<file path="src/fqu_pkg.sv">
// Shared types and constants for the frequency table quantizer.
// No dependencies; imported by the top-level module of the block.
package fqu_pkg;

  typedef enum logic [1:0] {
    ST_IDLE,
    ST_SCAN,
    ST_MID,
    ST_FIN
  } state_t;

  typedef logic [1:0] cfg_idx_t;

  localparam cfg_idx_t CFG_LIMITS_EN   = 2'd0;
  localparam cfg_idx_t CFG_MIN_LIMIT   = 2'd1;
  localparam cfg_idx_t CFG_MAX_LIMIT   = 2'd2;
  localparam cfg_idx_t CFG_ENTRY_COUNT = 2'd3;

  localparam logic MODE_WRITE = 1'b0;
  localparam logic MODE_QUERY = 1'b1;

  localparam int IDX_BITS   = 4;
  localparam int COUNT_BITS = 5;

  localparam logic [23:0] MAX_LIMIT_RESET = 24'hFFFFFF;

endpackage

</file>
<file path="src/frequency_table_quantizer_unit.sv">
// Top level of the frequency table quantizer: control FSM, registers and search datapath.
// Depends on fqu_pkg and fqu_mem.
//
//   Channel  Ports                              Handshake
//   input    start, busy, in_*                  accepted when start && !busy
//   result   out_valid, out_result_freq         one-cycle strobe, cannot be held off
//   config   cfg_valid, cfg_ready, cfg_index,   written when cfg_valid && cfg_ready
//            cfg_wdata
//
// A table write leaves busy low.
// A clamped query gives its strobe in the next cycle and leaves busy low.
// A searched query reads n = min(entry_count, TABLE_DEPTH) entries, one per cycle from
// the table memory port, keeps busy high through the scan, midpoint and final states and
// strobes in the cycle in which busy falls, when the next transaction may already start.
// The result receiver cannot stall the block.
// Reset is synchronous and active low; the table itself is not cleared.
module frequency_table_quantizer_unit #(
  parameter int TABLE_DEPTH = 16,
  parameter int FREQ_BITS   = 24
) (
  input  logic                              clk,
  input  logic                              rst_n,
  input  logic                              start,
  output logic                              busy,
  input  logic                              in_mode,
  input  logic [fqu_pkg::IDX_BITS-1:0]      in_entry_index,
  input  logic [FREQ_BITS-1:0]              in_entry_freq,
  input  logic [FREQ_BITS-1:0]              in_request_freq,
  output logic                              out_valid,
  output logic [FREQ_BITS-1:0]              out_result_freq,
  input  logic                              cfg_valid,
  output logic                              cfg_ready,
  input  fqu_pkg::cfg_idx_t                 cfg_index,
  input  logic [FREQ_BITS-1:0]              cfg_wdata
);

  import fqu_pkg::*;

  localparam int AW = (TABLE_DEPTH > 1) ? $clog2(TABLE_DEPTH) : 1;
  localparam int CW = $clog2(TABLE_DEPTH + 1);

  state_t                  state_r, state_nxt;
  logic                    limits_en_r;
  logic [FREQ_BITS-1:0]    min_limit_r;
  logic [FREQ_BITS-1:0]    max_limit_r;
  logic [COUNT_BITS-1:0]   entry_count_r;

  logic [CW-1:0]           cnt_r, cnt_nxt;
  logic [CW-1:0]           n_r, n_nxt;
  logic                    rd_vld_r, rd_vld_nxt;
  logic [FREQ_BITS-1:0]    req_r, req_nxt;
  logic [FREQ_BITS-1:0]    higher_r, higher_nxt;
  logic [FREQ_BITS-1:0]    lower_r, lower_nxt;
  logic [FREQ_BITS-1:0]    mid_r, mid_nxt;
  logic [FREQ_BITS-1:0]    result_r, result_nxt;
  logic                    out_valid_r, out_valid_nxt;

  logic                    accept;
  logic                    mem_wr_en;
  logic                    mem_rd_en;
  logic [FREQ_BITS-1:0]    mem_rd_data;

  assign accept    = start && (state_r == ST_IDLE);
  assign mem_wr_en = accept && (in_mode == MODE_WRITE) && (32'(in_entry_index) < TABLE_DEPTH);
  assign mem_rd_en = (state_r == ST_SCAN) && (cnt_r < n_r);

  fqu_mem #(
    .DEPTH (TABLE_DEPTH),
    .AW    (AW),
    .DW    (FREQ_BITS)
  ) u_mem (
    .clk     (clk),
    .wr_en   (mem_wr_en),
    .wr_addr (AW'(in_entry_index)),
    .wr_data (in_entry_freq),
    .rd_en   (mem_rd_en),
    .rd_addr (cnt_r[AW-1:0]),
    .rd_data (mem_rd_data)
  );

  always_ff @(posedge clk) begin
    if (!rst_n) begin
      limits_en_r   <= 1'b0;
      min_limit_r   <= '0;
      max_limit_r   <= FREQ_BITS'(MAX_LIMIT_RESET);
      entry_count_r <= '0;
    end else if (cfg_valid && cfg_ready) begin
      case (cfg_index)
        CFG_LIMITS_EN:   limits_en_r   <= cfg_wdata[0];
        CFG_MIN_LIMIT:   min_limit_r   <= cfg_wdata;
        CFG_MAX_LIMIT:   max_limit_r   <= cfg_wdata;
        CFG_ENTRY_COUNT: entry_count_r <= cfg_wdata[COUNT_BITS-1:0];
        default: begin
        end
      endcase
    end
  end

  always_ff @(posedge clk) begin
    if (!rst_n) begin
      state_r     <= ST_IDLE;
      rd_vld_r    <= 1'b0;
      out_valid_r <= 1'b0;
    end else begin
      state_r     <= state_nxt;
      rd_vld_r    <= rd_vld_nxt;
      out_valid_r <= out_valid_nxt;
    end
  end

  always_ff @(posedge clk) begin
    cnt_r    <= cnt_nxt;
    n_r      <= n_nxt;
    req_r    <= req_nxt;
    higher_r <= higher_nxt;
    lower_r  <= lower_nxt;
    mid_r    <= mid_nxt;
    result_r <= result_nxt;
  end

  always_comb begin
    state_nxt     = state_r;
    cnt_nxt       = cnt_r;
    n_nxt         = n_r;
    req_nxt       = req_r;
    higher_nxt    = higher_r;
    lower_nxt     = lower_r;
    mid_nxt       = mid_r;
    result_nxt    = result_r;
    out_valid_nxt = 1'b0;
    rd_vld_nxt    = mem_rd_en;
    if (mem_rd_en) begin
      cnt_nxt = cnt_r + 1'b1;
    end
    if (rd_vld_r) begin
      if ((mem_rd_data >= req_r) && ((mem_rd_data < higher_r) || (higher_r == '0))) begin
        higher_nxt = mem_rd_data;
      end
      if ((mem_rd_data <= req_r) && ((mem_rd_data > lower_r) || (lower_r == '0))) begin
        lower_nxt = mem_rd_data;
      end
    end
    case (state_r)
      ST_IDLE: begin
        if (accept && (in_mode == MODE_QUERY)) begin
          if (limits_en_r && (in_request_freq <= min_limit_r)) begin
            result_nxt    = min_limit_r;
            out_valid_nxt = 1'b1;
          end else if (limits_en_r && (in_request_freq >= max_limit_r)) begin
            result_nxt    = max_limit_r;
            out_valid_nxt = 1'b1;
          end else begin
            req_nxt    = in_request_freq;
            cnt_nxt    = '0;
            higher_nxt = '0;
            lower_nxt  = '0;
            n_nxt      = (32'(entry_count_r) > TABLE_DEPTH) ? CW'(TABLE_DEPTH)
                                                             : CW'(entry_count_r);
            state_nxt  = ST_SCAN;
          end
        end
      end
      ST_SCAN: begin
        if (!mem_rd_en && !rd_vld_r) begin
          state_nxt = ST_MID;
        end
      end
      ST_MID: begin
        mid_nxt   = lower_r + ((higher_r - lower_r) >> 1);
        state_nxt = ST_FIN;
      end
      ST_FIN: begin
        if (higher_r == '0) begin
          result_nxt = lower_r;
        end else begin
          result_nxt = (req_r >= mid_r) ? higher_r : lower_r;
        end
        out_valid_nxt = 1'b1;
        state_nxt     = ST_IDLE;
      end
      default: begin
        state_nxt = ST_IDLE;
      end
    endcase
  end

  assign busy            = (state_r != ST_IDLE);
  assign cfg_ready       = 1'b1;
  assign out_valid       = out_valid_r;
  assign out_result_freq = result_r;

endmodule

</file>
<file path="src/fqu_mem.sv">
// Frequency table storage: one write port and one read port, registered read data.
// Depends on fqu_pkg only through the instantiating module.
module fqu_mem #(
  parameter int DEPTH = 16,
  parameter int AW    = 4,
  parameter int DW    = 24
) (
  input  logic          clk,
  input  logic          wr_en,
  input  logic [AW-1:0] wr_addr,
  input  logic [DW-1:0] wr_data,
  input  logic          rd_en,
  input  logic [AW-1:0] rd_addr,
  output logic [DW-1:0] rd_data
);

  logic [DW-1:0] mem [DEPTH];
  logic [DW-1:0] rd_data_r;

  always_ff @(posedge clk) begin
    if (wr_en) begin
      mem[wr_addr] <= wr_data;
    end
  end

  always_ff @(posedge clk) begin
    if (rd_en) begin
      rd_data_r <= mem[rd_addr];
    end
  end

  assign rd_data = rd_data_r;

endmodule

</file>
<file path="config.mk">
export PLATFORM = sky130hd
export DESIGN_NAME = frequency_table_quantizer_unit
export DESIGN_NICKNAME = d
export VERILOG_FILES = /design/src/fqu_pkg.sv /design/src/frequency_table_quantizer_unit.sv /design/src/fqu_mem.sv
export SDC_FILE = /design/constraint.sdc
export NUM_CORES = 1
export LEC_CHECK = 0
export ABC_AREA = 1
export BUFFER_PORTS_ARGS = -buffer_cell sky130_fd_sc_hd__buf_2
export CORE_MARGIN = 10
export CORE_UTILIZATION = 30
export DETAILED_ROUTE_END_ITERATION = 10
export PLACE_DENSITY = 0.57
export SLEW_MARGIN = 20
export SYNTH_ARGS = -nofsm -noshare
export SYNTH_HDL_FRONTEND = slang
export SYNTH_HIERARCHICAL = 1
export SYNTH_SLANG_ARGS = --single-unit
</file>
<file path="constraint.sdc">
create_clock -name clk -period 3.5 [get_ports clk]
set_input_delay 0.525 -clock clk [delete_from_list [all_inputs] [get_ports clk]]
set_output_delay 0.525 -clock clk [all_outputs]
set_load 0.05 [all_outputs]
</file>
After elaboration in Yosys (flattened, before gate mapping). Memory sizes are Yosys's and may differ from the RTL's. A register that Yosys moved wholly into a read port is not among the register bits. Index checks and enable logic that the tools add are counted.

$add $sub $neg: 3. $lt $le $gt $ge: 9. Equality and inequality tests: 11. Muxes and demuxes: 34. Bitwise logic cells: 3. Reductions and logical operators: 26.

Operators by type and width (count): $mux 24 (17); $ge 24x24->1 (3); $le 24x24->1 (2); $logic_not 24->1 (2); $pmux 24 s2 (1); $mux 5 (5); $add 24x23->24 (1); $gt 24x24->1 (1); $lt 24x24->1 (1); $sub 24x24->24 (1); $logic_and 1x1->1 (9); $eq 2x2->1 const B (4); $mux 2 (4); $pmux 2 s4 (1); $reduce_and 2->1 (4); $reduce_and 4->1 (2); $add 5x1->5 const B (1); $gt 5x5->1 const B (1); $lt 5x5->1 (1); $mux 1 (5); $eq 2x1->1 const B (2); $logic_not 2->1 (2); $ne 2x1->1 const B (2); $ne 2x2->1 const B (2); 7 further kinds (12).

Register bits: 188. Memory bits (writable): 384. Input port bits: 83. Output and inout bits: 27. Logic and storage cells: 101. Memories kept: 1.

Memories: u_mem.mem (words 16, width 24, read ports 1, clocked after memory_dff 1, wr ports 1, RTL line fqu_mem.sv:17) `logic [DW-1:0] mem [DEPTH];`.

Longest topological paths before layout.
Depth after elaboration: 9. Mapped depth: 22. Depth with buffers taken out: 22.

By module. The synthesis kept the hierarchy.

Modules (own cells, without submodules): fqu_mem (times used 1, cells an instance 1597, area each 17191.5 µm², seq. area each 12251.8 µm²); frequency_table_quantizer_unit (times used 1, cells an instance 1796, area each 13566.8 µm², seq. area each 4534.3 µm²).

Worst setup path before layout. Ideal clock, no wire load.

Path type: input to register. Start point: in in_request_freq[23]. End point: reg result_r[0] (netlist: out_result_freq[0]), enable pin. Library setup time: 0.413 ns. Arrival: 2.942 ns. Required time: 3.087 ns. Path slack: 0.145 ns. Cell stages on the path: 12. Buffers on the path: 1. Path through: ha_1 -> nand2_1 -> nor2_1 -> nand3_1 -> nor2_1 -> nand3_1 -> nand2_1 -> nand2_1 -> buf_4 -> nand2_1 -> nand2_1 -> a21oi_1.

Word-level cells in the longest chain between the ends: 4. Elaborated cells between the ends (all ways): 6. Those cells by class: 2 x order compare; 1 x eq/ne; 3 x reduce/logical.

RTL lines: from (decl) (RTL line frequency_table_quantizer_unit.sv:28) `input logic [FREQ_BITS-1:0] in_request_freq,`; $le 24x24->1 or $ge 24x24->1 (tied branches) (RTL line frequency_table_quantizer_unit.sv:146, frequency_table_quantizer_unit.sv:149); $logic_and 1x1->1, on equally long branches (RTL line frequency_table_quantizer_unit.sv:146, frequency_table_quantizer_unit.sv:149); $ne 3x1->1 (no line) *; $reduce_and 3->1 (no line) *; to (signal assigned) (RTL line frequency_table_quantizer_unit.sv:118) `result_r <= result_nxt;`; to (decl) (RTL line frequency_table_quantizer_unit.sv:55) `logic [FREQ_BITS-1:0] result_r, result_nxt;`.

Every way passes the cells marked *; elsewhere a longest branch is shown, timed or not. A chain may end at the register's enable or synchronous reset.

Worst setup path in the final report.
Start point: reg higher_r[0]. End point: reg mid_r[23] (data pin).

Word-level cells in the longest chain between the ends: 2.

RTL lines: from (decl) (RTL line frequency_table_quantizer_unit.sv:52) `logic [FREQ_BITS-1:0] higher_r, higher_nxt;`; from (signal assigned) (RTL line frequency_table_quantizer_unit.sv:115) `higher_r <= higher_nxt;`; $sub 24x24->24 (RTL line frequency_table_quantizer_unit.sv:169) `mid_nxt = lower_r + ((higher_r - lower_r) >> 1);`; $add 24x23->24 (RTL line frequency_table_quantizer_unit.sv:169); to (signal assigned) (RTL line frequency_table_quantizer_unit.sv:117) `mid_r <= mid_nxt;`; to (decl) (RTL line frequency_table_quantizer_unit.sv:54) `logic [FREQ_BITS-1:0] mid_r, mid_nxt;`.

Every way passes these cells.

==> flow_summary.json <==
{
  "drive_above_1_share": 0.111,
  "finalCriticalPeriod_ns": 3.35,
  "cpPeakStageDelay_ns": 0.38,
  "layout_common_cells": "nand2_1, inv_1, edfxtp_1, nand3_1, ha_1",
  "antenna_found_initial": 12,
  "grt_max_degree": 135,
  "tightest_slew_ns": 1.01,
  "cellPowerDensity_mw_per_mm2": 833,
  "grt_use_met1": 0.192,
  "pre_cts_slack_ns": 0.0131,
  "drtPass1Iterations": 5,
  "area_growth_pct": 17.0,
  "io_pins": 110,
  "cts_tree": "built",
  "postLayoutCellArea_mm2": 0.0360,
  "postSynth.asyncResetShare": 0,
  "layout_setup_ws_ns": 0.149,
  "cts_root_buffer": "clkbuf_16",
  "hold_ws_ns": 0.123,
  "outcome": "complete, no violations",
  "finalCritPeriodShare": 0.958,
  "hold_viol": 0,
  "start_util": 0.302,
  "max_freq_ghz": 0.298,
  "fin_skew_ns": 0.0414,
  "row_count": 117,
  "reg2reg_to": "mid_r[23]",
  "ant_nets": 0,
  "synth-edff-count": 485,
  "wl_per_cell_um": 17.8,
  "regArea_mm2": 0.0168,
  "crit_arrival_ns": 3.71,
  "numPortBuffers": 108,
  "startpoint_type": "flop",
  "worstPathRequired_ns": 3.86,
  "avgSynthCellArea_um2": 9.07,
  "grt_setup_unrepaired": "true",
  "critPathKind": "reg2reg",
  "crit_cells": 22,
  "place_congestion": 0.908,
  "cp-startpoint": "higher_r[0]",
  "cts_sinks": 596,
  "crit_end": "mid_r[23]",
  "via_per_inst": 4.67,
  "vdd_drop_max_mv": 0.596,
  "dieArea_mm2": 0.116,
  "ys_ff_latch": 596,
  "clk_latency_ns": 0.63,
  "hold_class": "in2reg",
  "ys_warn_count": 6,
  "multiInputGateArea_mm2": 0.0116,
  "synth_cell_types": 43,
  "synth_fa_ha_area_frac": 0.0818,
  "dp.cells": 4847,
  "die_w_um": 340,
  "synthCells": 3393,
  "grt_use_met3": 0.0298,
  "numCtsBuffers": 68,
  "met2_usage": 0.248,
  "drv_slew": 0,
  "synth_fp_nets": 3676,
  "nets": 3836,
  "htreeDepth": 3,
  "layout_commonest_cell": "nand2_1",
  "first_global_vias": 22068,
  "ys.flop_type": "edfxtp_1",
  "path_delay_family": "simple AND/OR/NAND/NOR gates",
  "cts_max_path_buffers": 3,
  "critPathMaxFanout": 4,
  "yosys.area_share.simple": 0.210,
  "synthXorXnorAreaFrac": 0.0140,
  "busiest_layer": "met2",
  "fill_cells": 10299,
  "instances_no_fill": 4974,
  "cts.clk_slew.worst_paths_ns": 0.06,
  "synth_top_family_by_area": "simple AND/OR/NAND/NOR gates",
  "reg2regPathDepth": 22,
  "yosysSeqAreaShare": 0.546,
  "holdBufCountCts": 0,
  "core_region_area_mm2": 0.102,
  "timing.rr.start": "higher_r[0]",
  "overflow": 0,
  "die_h_um": 340,
  "grt_use_total": 0.148,
  "grt_pass1_wl_mm": 134,
  "drc": 0,
  "drt_wl_total_mm": 88.5,
  "endpoint_kind": "flop",
  "crit_path_top_delay_cell": "ha_1",
  "critPathBufInv": 3,
  "synth_compound_area_frac": 0.0594,
  "cp_common_cell": "nand3_2",
  "slew_headroom": 0.328,
  "drt_first_iter_violations": 1672,
  "p_leak_uw": 0.0158,
  "placed_area_mm2": 0.0335,
  "r2r_slack_ns": 0.15,
  "vias": 23221,
  "setup_violations": 0,
  "crit_chain": "inv_2 -> nand2_4 -> fa_2 -> nand3_2 -> nand2_2 -> nand2_1 -> nand2_1 -> a21o_1 -> a21oi_2 -> inv_1 -> a21oi_2 -> xnor2_1 -> ha_1 -> nand2_2 -> inv_2 -> nand3_2 -> nor3_2 -> nand3_1 -> nand3_2 -> nand3_2 -> nand2_2 -> xor2_1",
  "dpl.hpwl_mm": 58.9,
  "cap_viol_max_count": 0,
  "syn-cell-area_mm2": 0.0308,
  "synth_mux_area_frac": 0
}
worst min-delay path, stage by stage:
cell	delay (ns)
buf_2	0.09
nand2_1	0.05
o211ai_1	0.06
repair_timing:
action,CTS,global route
setup buffers,0,4
pin swaps,0,16
gates resized for setup,1,55
setup endpoints to repair,1,13
cell families after synthesis:
kind of cell | count (synthesis)
adder cells (fa/ha/maj) | 200
buffers and inverters | 692
AND/OR/NAND/NOR | 1536
XOR/XNOR | 49
other | 1
AO/OA/AOI/OAI | 319
flip-flops | 596
metrics by stage:
step / utilization / total power (uW) / setup TNS, ns
after floorplan: - / 18200 / 0
after global placement: 0.330 / 22300 / 0
after detailed placement: 0.330 / 22400 / 0
after CTS: 0.351 / 29500 / 0
after global routing: 0.354 / 32100 / -0.178
final: 0.354 / 30000 / 0
flip-flops by register name (all words and copies together), names as in the netlist:
| name | cells |
|---|---|
| min_limit_r | 24 |
| u_mem/mem | 384 |
| limits_en_r | 1 |
| out_valid | 1 |
| higher_r | 24 |
| entry_count_r | 5 |
| max_limit_r | 24 |
| rd_vld_r | 1 |
| req_r | 24 |
| lower_r | 24 |
| mid_r | 24 |
| state_r | 2 |
| n_r | 5 |
| u_mem/rd_data | 24 |
| out_result_freq | 24 |
| cnt_r | 5 |
cell type report:
type / count / share of cell area
Clock buffer: 87 / 0.0507
Inverter: 558 / 0.0584
Tap cell: 1368 / 0.0476
Timing Repair Buffer: 224 / 0.0448
Sequential cell: 596 / 0.467
Antenna cell: 2 / 0.000139
Clock inverter: 34 / 0.0105
Multi-Input combinational cell: 2105 / 0.321
cells in the mapped netlist, types with 3 or more instances:
library cell	n	area [um2]
ha_1	198	2480
nand4_1	47	294
a31oi_1	4	25.0
clkbuf_1	51	191
o21ai_0	67	335
inv_2	3	11.3
buf_2	54	270
nor4_1	7	43.8
nor2_1	185	694
dfxtp_1	111	2220
o21bai_1	5	37.5
o21a_1	6	45.0
edfxtp_1	485	14600
xor2_1	28	245
nand3_1	391	1960
nor3_1	12	60.1
o211ai_1	53	398
buf_1	8	30.0
buf_4	21	158
inv_1	554	2080
nand2_1	885	3320
a21o_1	9	67.6
xnor2_1	21	184
a21oi_1	163	816
worst min-delay path by stage:
stage | startpoint | to | slack [ns] | cells after the start
finish | cfg_wdata[11] | max_limit_r[11] | 0.12 | 3
global route | in_request_freq[11] | req_r[11] | 0.11 | 1
CTS | cfg_wdata[11] | max_limit_r[11] | 0.09 | 3
detailed placement | entry_count_r[4] | n_r[4] | 0.42 | 0
global placement | entry_count_r[4] | n_r[4] | 0.43 | 0
floorplan | entry_count_r[4] | entry_count_r[4] | 0.44 | 2
routing by layer:
metal | vias up | share of wire
met5 | - | 0.0013
met4 | 20 | 0.029
met3 | 159 | 0.056
met2 | 575 | 0.48
met1 | 10936 | 0.44
li1 | 11531 | -
power breakdown:
group | total (uW) | switching [uW] | internal (uW)
clock network | 7000 | 3030 | 3970
registers | 9350 | 604 | 8740
logic | 13600 | 8810 | 4820
total | 30000 | 12400 | 17500
Note: power is estimated with default switching activity, not from simulation.
